`src/stcd_pkg.sv`:
```
`default_nettype none
// ----------------------------------------------------------------------------
// stcd_pkg: shared types and constants of the seconds to calendar date unit
// controller states, command and status bundles, calendar constants and the
// leap-year and month-length helpers
// ----------------------------------------------------------------------------
package stcd_pkg;

    // controller states
    typedef enum logic [2:0] {
        ST_IDLE,
        ST_MUL,
        ST_REM,
        ST_YEAR,
        ST_MONTH,
        ST_DONE
    } t_state;

    // which constant divide the shared divide-by-constant unit performs
    typedef enum logic [1:0] {
        DIV_SEC,
        DIV_MIN,
        DIV_HOUR
    } t_div_sel;

    // controller to datapath commands
    typedef struct packed {
        logic     load;
        logic     mul_en;
        logic     rem_en;
        t_div_sel div_sel;
        logic     year_step;
        logic     month_step;
        logic     out_load;
    } t_ctrl_cmd;

    // datapath to controller status
    typedef struct packed {
        logic year_more;
        logic month_stop;
    } t_dp_status;

    localparam int EPOCH_W = 32;
    localparam int DAYS_W  = 16;
    localparam int YEAR_W  = 8;
    localparam int MIDX_W  = 4;

    // reciprocal constants: floor(n * magic >> shift) is exact for any 32-bit n
    localparam logic [31:0] MAGIC_60 = 32'h8888_8889;
    localparam int          SHIFT_60 = 37;
    localparam logic [31:0] MAGIC_24 = 32'hAAAA_AAAB;
    localparam int          SHIFT_24 = 36;

    localparam logic [5:0]  SEC_PER_MIN   = 6'd60;
    localparam logic [4:0]  HOURS_PER_DAY = 5'd24;

    localparam logic [8:0]  DAYS_COMMON_YEAR = 9'd365;
    localparam logic [8:0]  DAYS_LEAP_YEAR   = 9'd366;
    localparam logic [4:0]  DAYS_FEB_LEAP    = 5'd29;

    localparam logic [YEAR_W-1:0] MAX_YEAR_STEPS = 8'd255;
    // offsets of the century years 2100 and 2200, not leap years
    localparam logic [YEAR_W-1:0] OFFSET_2100    = 8'd100;
    localparam logic [YEAR_W-1:0] OFFSET_2200    = 8'd200;

    localparam logic [MIDX_W-1:0] MONTH_FEB  = 4'd1;
    localparam logic [MIDX_W-1:0] MONTH_DEC  = 4'd11;

    // gregorian leap rule on 2000 plus offset, for offsets 0 to 255
    function automatic logic is_leap(input logic [YEAR_W-1:0] offset);
        return (offset[1:0] == 2'b00) && (offset != OFFSET_2100)
            && (offset != OFFSET_2200);
    endfunction

    // month length, february taking the leap flag into account
    function automatic logic [4:0] month_length(input logic [MIDX_W-1:0] idx,
                                                input logic leap);
        logic [4:0] len;
        unique case (idx)
            MONTH_FEB: len = leap ? DAYS_FEB_LEAP : 5'd28;
            4'd3:      len = 5'd30;
            4'd5:      len = 5'd30;
            4'd8:      len = 5'd30;
            4'd10:     len = 5'd30;
            default:   len = 5'd31;
        endcase
        return len;
    endfunction

endpackage
`default_nettype wire

```
`src/stcd_datapath.sv`:
```
`default_nettype none
// ----------------------------------------------------------------------------
// stcd_datapath: working registers of the date conversion
// shared divide-by-constant unit, year walk, month walk and result registers
// ----------------------------------------------------------------------------
module stcd_datapath
    import stcd_pkg::*;
(
    input  wire  logic                i_clk,
    input  wire  t_ctrl_cmd           i_cmd,
    output t_dp_status                o_status,
    input  wire  logic [EPOCH_W-1:0]  i_epoch_seconds,
    output logic [5:0]                o_second_of_minute,
    output logic [5:0]                o_minute_of_hour,
    output logic [4:0]                o_hour_of_day,
    output logic [7:0]                o_year_offset,
    output logic [3:0]                o_month_number,
    output logic [4:0]                o_day_of_month
);

    logic [EPOCH_W-1:0]   r_num;
    logic [2*EPOCH_W-1:0] r_prod;
    logic [5:0]           r_sec;
    logic [5:0]           r_min;
    logic [4:0]           r_hour;
    logic [DAYS_W-1:0]    r_days;
    logic [YEAR_W-1:0]    r_year;
    logic [MIDX_W-1:0]    r_month;

    logic [EPOCH_W-1:0]   mul_magic;
    logic [EPOCH_W-1:0]   quo;
    logic [EPOCH_W-1:0]   rem;
    logic                 leap;
    logic [8:0]           year_len;
    logic [4:0]           month_len;
    logic                 month_fits;

    // reciprocal multiply, then quotient and remainder from the registered product
    always_comb begin
        unique case (i_cmd.div_sel)
            DIV_HOUR: begin
                mul_magic = MAGIC_24;
                quo       = EPOCH_W'(r_prod >> SHIFT_24);
                rem       = r_num - quo * EPOCH_W'(HOURS_PER_DAY);
            end
            default: begin
                mul_magic = MAGIC_60;
                quo       = EPOCH_W'(r_prod >> SHIFT_60);
                rem       = r_num - quo * EPOCH_W'(SEC_PER_MIN);
            end
        endcase
    end

    assign leap       = is_leap(r_year);
    assign year_len   = leap ? DAYS_LEAP_YEAR : DAYS_COMMON_YEAR;
    assign month_len  = month_length(r_month, leap);
    assign month_fits = r_days >= DAYS_W'(month_len);

    assign o_status.year_more  = (r_days >= DAYS_W'(year_len)) && (r_year != MAX_YEAR_STEPS);
    assign o_status.month_stop = !month_fits || (r_month == MONTH_DEC);

    always_ff @(posedge i_clk) begin
        if (i_cmd.load) begin
            r_num   <= i_epoch_seconds;
            r_year  <= '0;
            r_month <= '0;
        end
        if (i_cmd.mul_en) begin
            r_prod <= (2*EPOCH_W)'(r_num) * (2*EPOCH_W)'(mul_magic);
        end
        if (i_cmd.rem_en) begin
            unique case (i_cmd.div_sel)
                DIV_SEC: begin
                    r_sec <= rem[5:0];
                    r_num <= quo;
                end
                DIV_MIN: begin
                    r_min <= rem[5:0];
                    r_num <= quo;
                end
                default: begin
                    r_hour <= rem[4:0];
                    r_days <= quo[DAYS_W-1:0];
                end
            endcase
        end
        if (i_cmd.year_step) begin
            r_days <= r_days - DAYS_W'(year_len);
            r_year <= r_year + 1'b1;
        end
        if (i_cmd.month_step && month_fits) begin
            r_days <= r_days - DAYS_W'(month_len);
            if (r_month != MONTH_DEC) begin
                r_month <= r_month + 1'b1;
            end
        end
        if (i_cmd.out_load) begin
            o_second_of_minute <= r_sec;
            o_minute_of_hour   <= r_min;
            o_hour_of_day      <= r_hour;
            o_year_offset      <= r_year;
            o_month_number     <= r_month + 1'b1;
            o_day_of_month     <= 5'(r_days + 1'b1);
        end
    end

endmodule
`default_nettype wire

```
`src/stcd_ctrl.sv`:
```
`default_nettype none
// ----------------------------------------------------------------------------
// stcd_ctrl: sequencer of the date conversion
// steps the three constant divides, the year walk and the month walk, and
// owns the input and output handshakes
// ----------------------------------------------------------------------------
module stcd_ctrl
    import stcd_pkg::*;
(
    input  wire  logic       i_clk,
    input  wire  logic       i_rst_n,
    input  wire  logic       i_valid,
    output logic             o_stall,
    output logic             o_valid,
    input  wire  logic       i_stall,
    output t_ctrl_cmd        o_cmd,
    input  wire  t_dp_status i_status
);

    t_state   r_state, n_state;
    t_div_sel r_div_sel, n_div_sel;
    logic     r_out_valid, n_out_valid;
    logic     out_free;

    assign out_free = !r_out_valid || !i_stall;
    assign o_stall  = (r_state != ST_IDLE);
    assign o_valid  = r_out_valid;

    always_ff @(posedge i_clk) begin
        if (!i_rst_n) begin
            r_state     <= ST_IDLE;
            r_div_sel   <= DIV_SEC;
            r_out_valid <= 1'b0;
        end else begin
            r_state     <= n_state;
            r_div_sel   <= n_div_sel;
            r_out_valid <= n_out_valid;
        end
    end

    always_comb begin
        n_state        = r_state;
        n_div_sel      = r_div_sel;
        o_cmd          = '0;
        o_cmd.div_sel  = r_div_sel;
        unique case (r_state)
            ST_IDLE: begin
                if (i_valid) begin
                    o_cmd.load = 1'b1;
                    n_div_sel  = DIV_SEC;
                    n_state    = ST_MUL;
                end
            end
            ST_MUL: begin
                o_cmd.mul_en = 1'b1;
                n_state      = ST_REM;
            end
            ST_REM: begin
                o_cmd.rem_en = 1'b1;
                unique case (r_div_sel)
                    DIV_SEC: begin
                        n_div_sel = DIV_MIN;
                        n_state   = ST_MUL;
                    end
                    DIV_MIN: begin
                        n_div_sel = DIV_HOUR;
                        n_state   = ST_MUL;
                    end
                    default: begin
                        n_state = ST_YEAR;
                    end
                endcase
            end
            ST_YEAR: begin
                if (i_status.year_more) begin
                    o_cmd.year_step = 1'b1;
                end else begin
                    n_state = ST_MONTH;
                end
            end
            ST_MONTH: begin
                o_cmd.month_step = 1'b1;
                if (i_status.month_stop) begin
                    n_state = ST_DONE;
                end
            end
            ST_DONE: begin
                if (out_free) begin
                    o_cmd.out_load = 1'b1;
                    n_state        = ST_IDLE;
                end
            end
            default: begin
                n_state = ST_IDLE;
            end
        endcase
    end

    always_comb begin
        if (o_cmd.out_load) begin
            n_out_valid = 1'b1;
        end else if (!i_stall) begin
            n_out_valid = 1'b0;
        end else begin
            n_out_valid = r_out_valid;
        end
    end

    // an accepted transaction starts the first multiply
    a_accept_starts: assert property (@(posedge i_clk) disable iff (!i_rst_n)
        (i_valid && !o_stall) |=> (r_state == ST_MUL))
        else $error("accepted transaction did not start the divide");

    // the result register is only overwritten once the previous result is gone
    a_no_overwrite: assert property (@(posedge i_clk) disable iff (!i_rst_n)
        o_cmd.out_load |-> (!r_out_valid || !i_stall))
        else $error("result overwritten while still pending");

    // year walk leaves for the month walk once no whole year remains
    a_year_exit: assert property (@(posedge i_clk) disable iff (!i_rst_n)
        (r_state == ST_YEAR && !i_status.year_more) |=> (r_state == ST_MONTH))
        else $error("year walk did not hand over to month walk");

    // a stalled result stays valid until taken
    a_result_held: assert property (@(posedge i_clk) disable iff (!i_rst_n)
        (r_out_valid && i_stall) |=> r_out_valid)
        else $error("pending result dropped");

endmodule
`default_nettype wire

```
`src/seconds_to_calendar_date_unit.sv`:
```
`default_nettype none
// sequence: an accepted transaction runs the three constant divides (multiply, then
//   remainder), one year walk step per whole year, the month walk, and loads the
//   result once the result register is free
// a new transaction is taken only once the sequencer has returned to idle
// reset: synchronous active-low, returns the sequencer to idle and drops o_valid
// ----------------------------------------------------------------------------
// seconds_to_calendar_date_unit: epoch seconds to gregorian date and time
// splits seconds since 2000-01-01 00:00:00 into time of day, year offset,
// month and day of month
// ----------------------------------------------------------------------------
module seconds_to_calendar_date_unit
    import stcd_pkg::*;
(
    input  wire  logic        i_clk,
    input  wire  logic        i_rst_n,
    // input channel
    input  wire  logic        i_valid,
    output logic              o_stall,
    input  wire  logic [31:0] i_epoch_seconds,
    // result channel
    output logic              o_valid,
    input  wire  logic        i_stall,
    output logic [5:0]        o_second_of_minute,
    output logic [5:0]        o_minute_of_hour,
    output logic [4:0]        o_hour_of_day,
    output logic [7:0]        o_year_offset,
    output logic [3:0]        o_month_number,
    output logic [4:0]        o_day_of_month
);

    // command and status bundles between sequencer and datapath
    t_ctrl_cmd  cmd;
    t_dp_status status;

    // sequencer: divides, year walk, month walk, result handshake
    // new transactions are taken whenever it is idle, even with a result pending
    stcd_ctrl u_ctrl (
        .i_clk    (i_clk),
        .i_rst_n  (i_rst_n),
        .i_valid  (i_valid),
        .o_stall  (o_stall),
        .o_valid  (o_valid),
        .i_stall  (i_stall),
        .o_cmd    (cmd),
        .i_status (status)
    );

    // datapath: reciprocal-multiply divider, day counters and result register
    stcd_datapath u_datapath (
        .i_clk              (i_clk),
        .i_cmd              (cmd),
        .o_status           (status),
        .i_epoch_seconds    (i_epoch_seconds),
        .o_second_of_minute (o_second_of_minute),
        .o_minute_of_hour   (o_minute_of_hour),
        .o_hour_of_day      (o_hour_of_day),
        .o_year_offset      (o_year_offset),
        .o_month_number     (o_month_number),
        .o_day_of_month     (o_day_of_month)
    );

endmodule
`default_nettype wire
```
`config.mk`:
```
export PLATFORM = sky130hd
export DESIGN_NAME = seconds_to_calendar_date_unit
export DESIGN_NICKNAME = d
export VERILOG_FILES = /design/src/stcd_pkg.sv /design/src/stcd_datapath.sv /design/src/stcd_ctrl.sv /design/src/seconds_to_calendar_date_unit.sv
export SDC_FILE = /design/constraint.sdc
export NUM_CORES = 1
export LEC_CHECK = 0
export ABC_AREA = 1
export BUFFER_PORTS_ARGS = -buffer_cell sky130_fd_sc_hd__buf_2
export CORE_ASPECT_RATIO = 2
export CORE_UTILIZATION = 60
export DETAILED_ROUTE_END_ITERATION = 10
export PLACE_DENSITY = 0.87
export SYNTH_ARGS = -nofsm -noshare
export SYNTH_HDL_FRONTEND = slang
export SYNTH_HIERARCHICAL = 1
export SYNTH_SLANG_ARGS = --single-unit
```
`constraint.sdc`:
```
create_clock -name i_clk -period 6.8 [get_ports i_clk]
set_input_delay 0 -clock i_clk [delete_from_list [all_inputs] [get_ports i_clk]]
set_output_delay 0 -clock i_clk [all_outputs]
set_load 0.005 [all_outputs]
```
==> results.md, run 1 <==
* Main area contributors after synthesis: fa_1, ha_1, inv_1, edfxtp_1, nand2_1
* Syn_area_per_cell at 8.33 µm²
* Post-synth top area share at 29.9%
* Register area share after synthesis at 15.0%
* Status: did not finish
* CTS buffer count at 17
* Failing step: global routing (5_1_grt)
* Clock Path Buffers at 2
* Post-synth EDFFs at 103
* Largest net degree at the start of global routing at 44
* Yosys Warn Count at 6
* FFs w/ async S/R, synth at 0%
* CTS HTree Levels at 4
* Post-Place Worst Slack at -177 ps
* Initial Util at 60.6%
* Vias in the first global route at 27,800
* Chip height at 298 µm
* Gate Count Post-Synth at 3,145
* # rows at 108
* GRT overflow at 189
* Syn_nets at 3,956
* Die Wd at 150 µm
* Syn Std Cell Area at 26,200 µm²
* Final GP Congestion at 1.13
* FF+latch count, synth at 145
* Port bufs at 71
* Total Routing Usage GR at 62.0%
* Setup Fix Bufs, Post-CTS at 0
* Post-synth top area cell: fa_1
* First-pass GRT wire length at 196,000 µm
* Root Driver: clkbuf_16
* DP HPWL at 94,600 µm
* Netlist cell types at 48
* Stop Error: [ERROR GRT-0116] Global routing finished with congestion. Check the congestion regions in the DRC Viewer.
* Ys flop type: edfxtp_1
* Io pins at 72
* Clock sinks at 145
cells in the mapped netlist (all sizes together), types with 8 or more instances:
| library cell | count |
|---|---|
| inv | 886 |
| nand2 | 460 |
| fa | 392 |
| ha | 383 |
| nor2 | 317 |
| a21oi | 168 |
| o21ai | 132 |
| edfxtp | 103 |
| nand3 | 71 |
| dfxtp | 42 |
| xor2 | 33 |
| nor3 | 21 |
| clkbuf | 17 |
| buf | 13 |
| nand4 | 13 |
| xnor2 | 13 |
| o21bai | 12 |
| a21o | 8 |
layer usage:
layer	GRT overflow	GRT usage, %
met5	0	2.05
met4	77	68.1
met3	0	33.7
met2	111	88.3
met1	1	59.4
per-stage QoR:
stage,hold WS (ps),instance area [µm²],instances,utilization [%]
4_1_cts,292,31000,4161,71.7
3_3_place_gp,236,29900,4093,69.1
2_1_floorplan,97.6,26200,3145,-
3_5_place_dp,244,29900,4093,69.1
cells by family after synthesis:
kind of cell               Yosys count  share of synthesized area, %
buffers and inverters              919                          13.4
and+or+nand+nor                    900                          14.4
adders and majority gates          775                          48.2
AOI/OAI and AO/OA                  360                          7.50
DFF                                145                          15.0
xor gates and xnor gates            46                          1.54
what timing repair did:
action	CTS
endpoints found under the hold margin	38
hold buffers	36
endpoints found under the setup margin	26
gates resized for setup	50
pin swaps	9
==> inputs of run 2 (changes only) <==
- CORE_ASPECT_RATIO: 2 -> default
- CORE_UTILIZATION: 60 -> 40
- PLACE_DENSITY: 0.87 -> default
- PLACE_DENSITY_LB_ADDON: default -> 0.15
- clock period: 6.8 -> 8.85 ns (I/O delays scaled with it)
==> results.md, run 2 <==
* Data required, critical path at 9070 ps
* RSZ-0062 raised after global routing: false
* Synth-to-layout area growth at 8.99%
* Port bufs at 71 (unchanged)
* Ys flop type: edfxtp_1
* Clock sinks at 145 (unchanged)
* Total Routing Usage GR at 28.3%
* Main area contributors after synthesis: fa_1, ha_1, inv_1, edfxtp_1, nand2_1
* Netlist cell types at 48 (unchanged)
* Slew @ Worst Pin at 1050 ps
* WL final at 90,900 µm
* Most common cell in the netlist: inv_1
* Footprint of the multi-input gates at 18,800 µm²
* Met3 global-route usage at 2.81%
* Skew final at 16.6 ps
* FF+latch count, synth at 145 (unchanged)
* Final setup fails at 0
* Slowest stage cell on the critical path: fa_1
* Setup_tns at 0 ps
* Gate Count Post-Synth at 3,145 (unchanged)
* Initial Util at 40.6% (-20 points)
* Skew-Pair Late Insertion Delay at 460 ps
* Vias in the first global route at 22,100
* CP top delay family: adder cells
* Max reg flops at 32
* Met2 usage at 47.1%
* Worst Path Arrival at 8380 ps
* Post-synth EDFFs at 103 (unchanged)
* Avg Vias per Cell at 5.05
* Post-synth top area share at 29.9% (unchanged)
* CTS HTree Levels at 4 (unchanged)
* WHS Endpoint: u_datapath/r_num[7]
* Top Registers: u_datapath/r_num: 32 flops, u_datapath/r_prod: 28 flops, u_datapath/r_days: 16 flops
* Slew headroom at 30.1%
* Core Box Area at 64,600 µm²
* Fin nets at 4,069
* Final GP Congestion at 1.00 (-12%)
* Clock Path Buffers at 2 (unchanged)
* Max incr delay on CP at 670 ps
* CP Launch Type: flip-flop
* GR peak layer: met2
* Commonest non-fill, non-tap cells in the layout: inv_1, nand2_1, fa_1
* Most used cell, CP: fa_1
* Drt wl/cell at 22.0 µm
* Yosys Warn Count at 6 (unchanged)
* Fmax at 123 MHz
* Root Driver: clkbuf_16
* Hold Path Origin: i_epoch_seconds[7]
* Final hold vios at 0
* Worst-path clk slew at 70 ps
* Post-synth top area cell: fa_1
* Hold depth at 4
* First-pass GRT wire length at 138,000 µm
* Inst Count DP at 4,059 (-0.83%)
* Most flops, register: u_datapath/r_num
* First drt pass iteration count at 8
* R2R depth at 25
* Non-filler instance count after layout at 4,126
* Antenna Nets Post-Route at 0
* Top cells by count, synth: inv_1, nand2_1, fa_1
* Flip-flop and latch area at 3930 µm²
* DP HPWL at 80,900 µm (-14%)
* Hold Path Class: primary input to flip-flop
* Ant. Diodes at 0
* Syn_nets at 3,956 (unchanged)
* MaxCap Viol Count at 0
* CTS resizes at 0 (-100%)
* FFs w/ async S/R, synth at 0% (unchanged)
* # rows at 93 (-14%)
* Reg-to-Reg Start: u_ctrl/r_div_sel[1]
* CP bufs+invs at 4
* Io pins at 72 (unchanged)
* Chip height at 258 µm (-13%)
* Register area share after synthesis at 15.0% (unchanged)
* Reg2reg end: u_datapath/r_prod[61]
* GRT overflow at 0
* Syn Std Cell Area at 26,200 µm² (unchanged)
* Critical path peak fanout at 37
* # DRC at 0
* Syn_area_per_cell at 8.33 µm² (unchanged)
* Post-route minimum period at 8160 ps
* Antenna violations before repair at 1
* Starting DRT DRC Count at 1,488
* Largest net degree at the start of global routing at 44
* CTS tree: done
* Layout cells sized above 1 at 5.69%
* Vias at 20,800
* Pins Over Slew Limit at 0
* Fin crit share at 92.2%
* Leading cell type in the layout, fill and taps excluded: inv_1
* Worst Setup End Kind: flip-flop
* CTS buffer count at 17 (unchanged)
* Worst reg-to-reg setup slack at 690 ps
* Grt met1 use at 38.2%
* Fillers at 6,596
* Die Wd at 258 µm (+72%)
* Status: completed
* Die area at 66,600 µm²
* Setup CP Type: flip-flop to flip-flop
-- run 2: cell counts after synthesis --
Identical to the previous run, type by type.
-- run 2: kinds of logic (layout without fill, tap and decap cells) --
| family | count (synthesis) | count (layout) | share of synthesized area [%] |
|---|---|---|---|
| AO/OA/AOI/OAI | 360 | 360 | 7.50 |
| XOR/XNOR | 46 | 46 | 1.54 |
| adder cells (fa/ha/maj) | 775 | 775 | 48.2 |
| buffers and inverters | 919 | 1045 | 13.4 |
| flip-flops | 145 | 145 | 15.0 |
| AND/OR/NAND/NOR | 900 | 900 | 14.4 |
-- run 2: per-stage QoR --
stage	worst slack (ps)	utilization [%]	hold WS (ps)	cell area (µm²)
floorplan	2140	-	97.6	26200
global placement	830	42.8	223	27600
detailed placement	796	42.8	232	27600
CTS	772	44.2	294	28600
global route	228	44.2	339	28600
finish	689	44.2	308	28600
-- run 2: worst min-delay path: stages --
cell	delay [ps]
dlygate4sd3_1	520
buf_2	100
o21ai_0	60
o21ai_0	60
-- run 2: how the worst max path moves through the flow --
stage	start	cells past startpoint	slack, ps	to
2_1_floorplan	u_ctrl/r_div_sel[1]	28	2140	u_datapath/r_prod[62]
3_3_place_gp	u_ctrl/r_div_sel[1]	24	830	u_datapath/r_prod[55]
3_5_place_dp	u_ctrl/r_div_sel[1]	24	800	u_datapath/r_prod[55]
4_1_cts	u_ctrl/r_div_sel[1]	24	770	u_datapath/r_prod[55]
5_1_grt	u_ctrl/r_div_sel[1]	27	230	u_datapath/r_prod[61]
6_report	u_ctrl/r_div_sel[1]	25	690	u_datapath/r_prod[61]
-- run 2: area by class of cell --
| type | instances | area share [%] |
|---|---|---|
| Clock buffer | 17 | 1.49 |
| Clock inverter | 15 | 0.596 |
| Inverter | 889 | 11.7 |
| Multi-Input combinational cell | 2081 | 65.8 |
| Sequential cell | 145 | 13.8 |
| Tap cell | 855 | 3.74 |
| Timing Repair Buffer | 124 | 2.94 |
-- run 2: per-layer routing --
| layer | vias up | routed length, µm |
|---|---|---|
| met2 | 615 | 42400 |
| met3 | 120 | 3890 |
| met4 | 0 | 3730 |
| met5 | - | 0 |
| met1 | 10300 | 40800 |
| li1 | 9828 | - |
-- run 2: repair_timing --
| action | in CTS | in global routing |
|---|---|---|
| buffers inserted | 0 | 0 |
| hold endpoints to repair | 38 | 0 |
| hold buffers | 35 | 0 |
Power of run 2 is left out: the tool's default activity adds up to more than one toggle a clock period on the data nets, which glitch-free logic cannot reach.
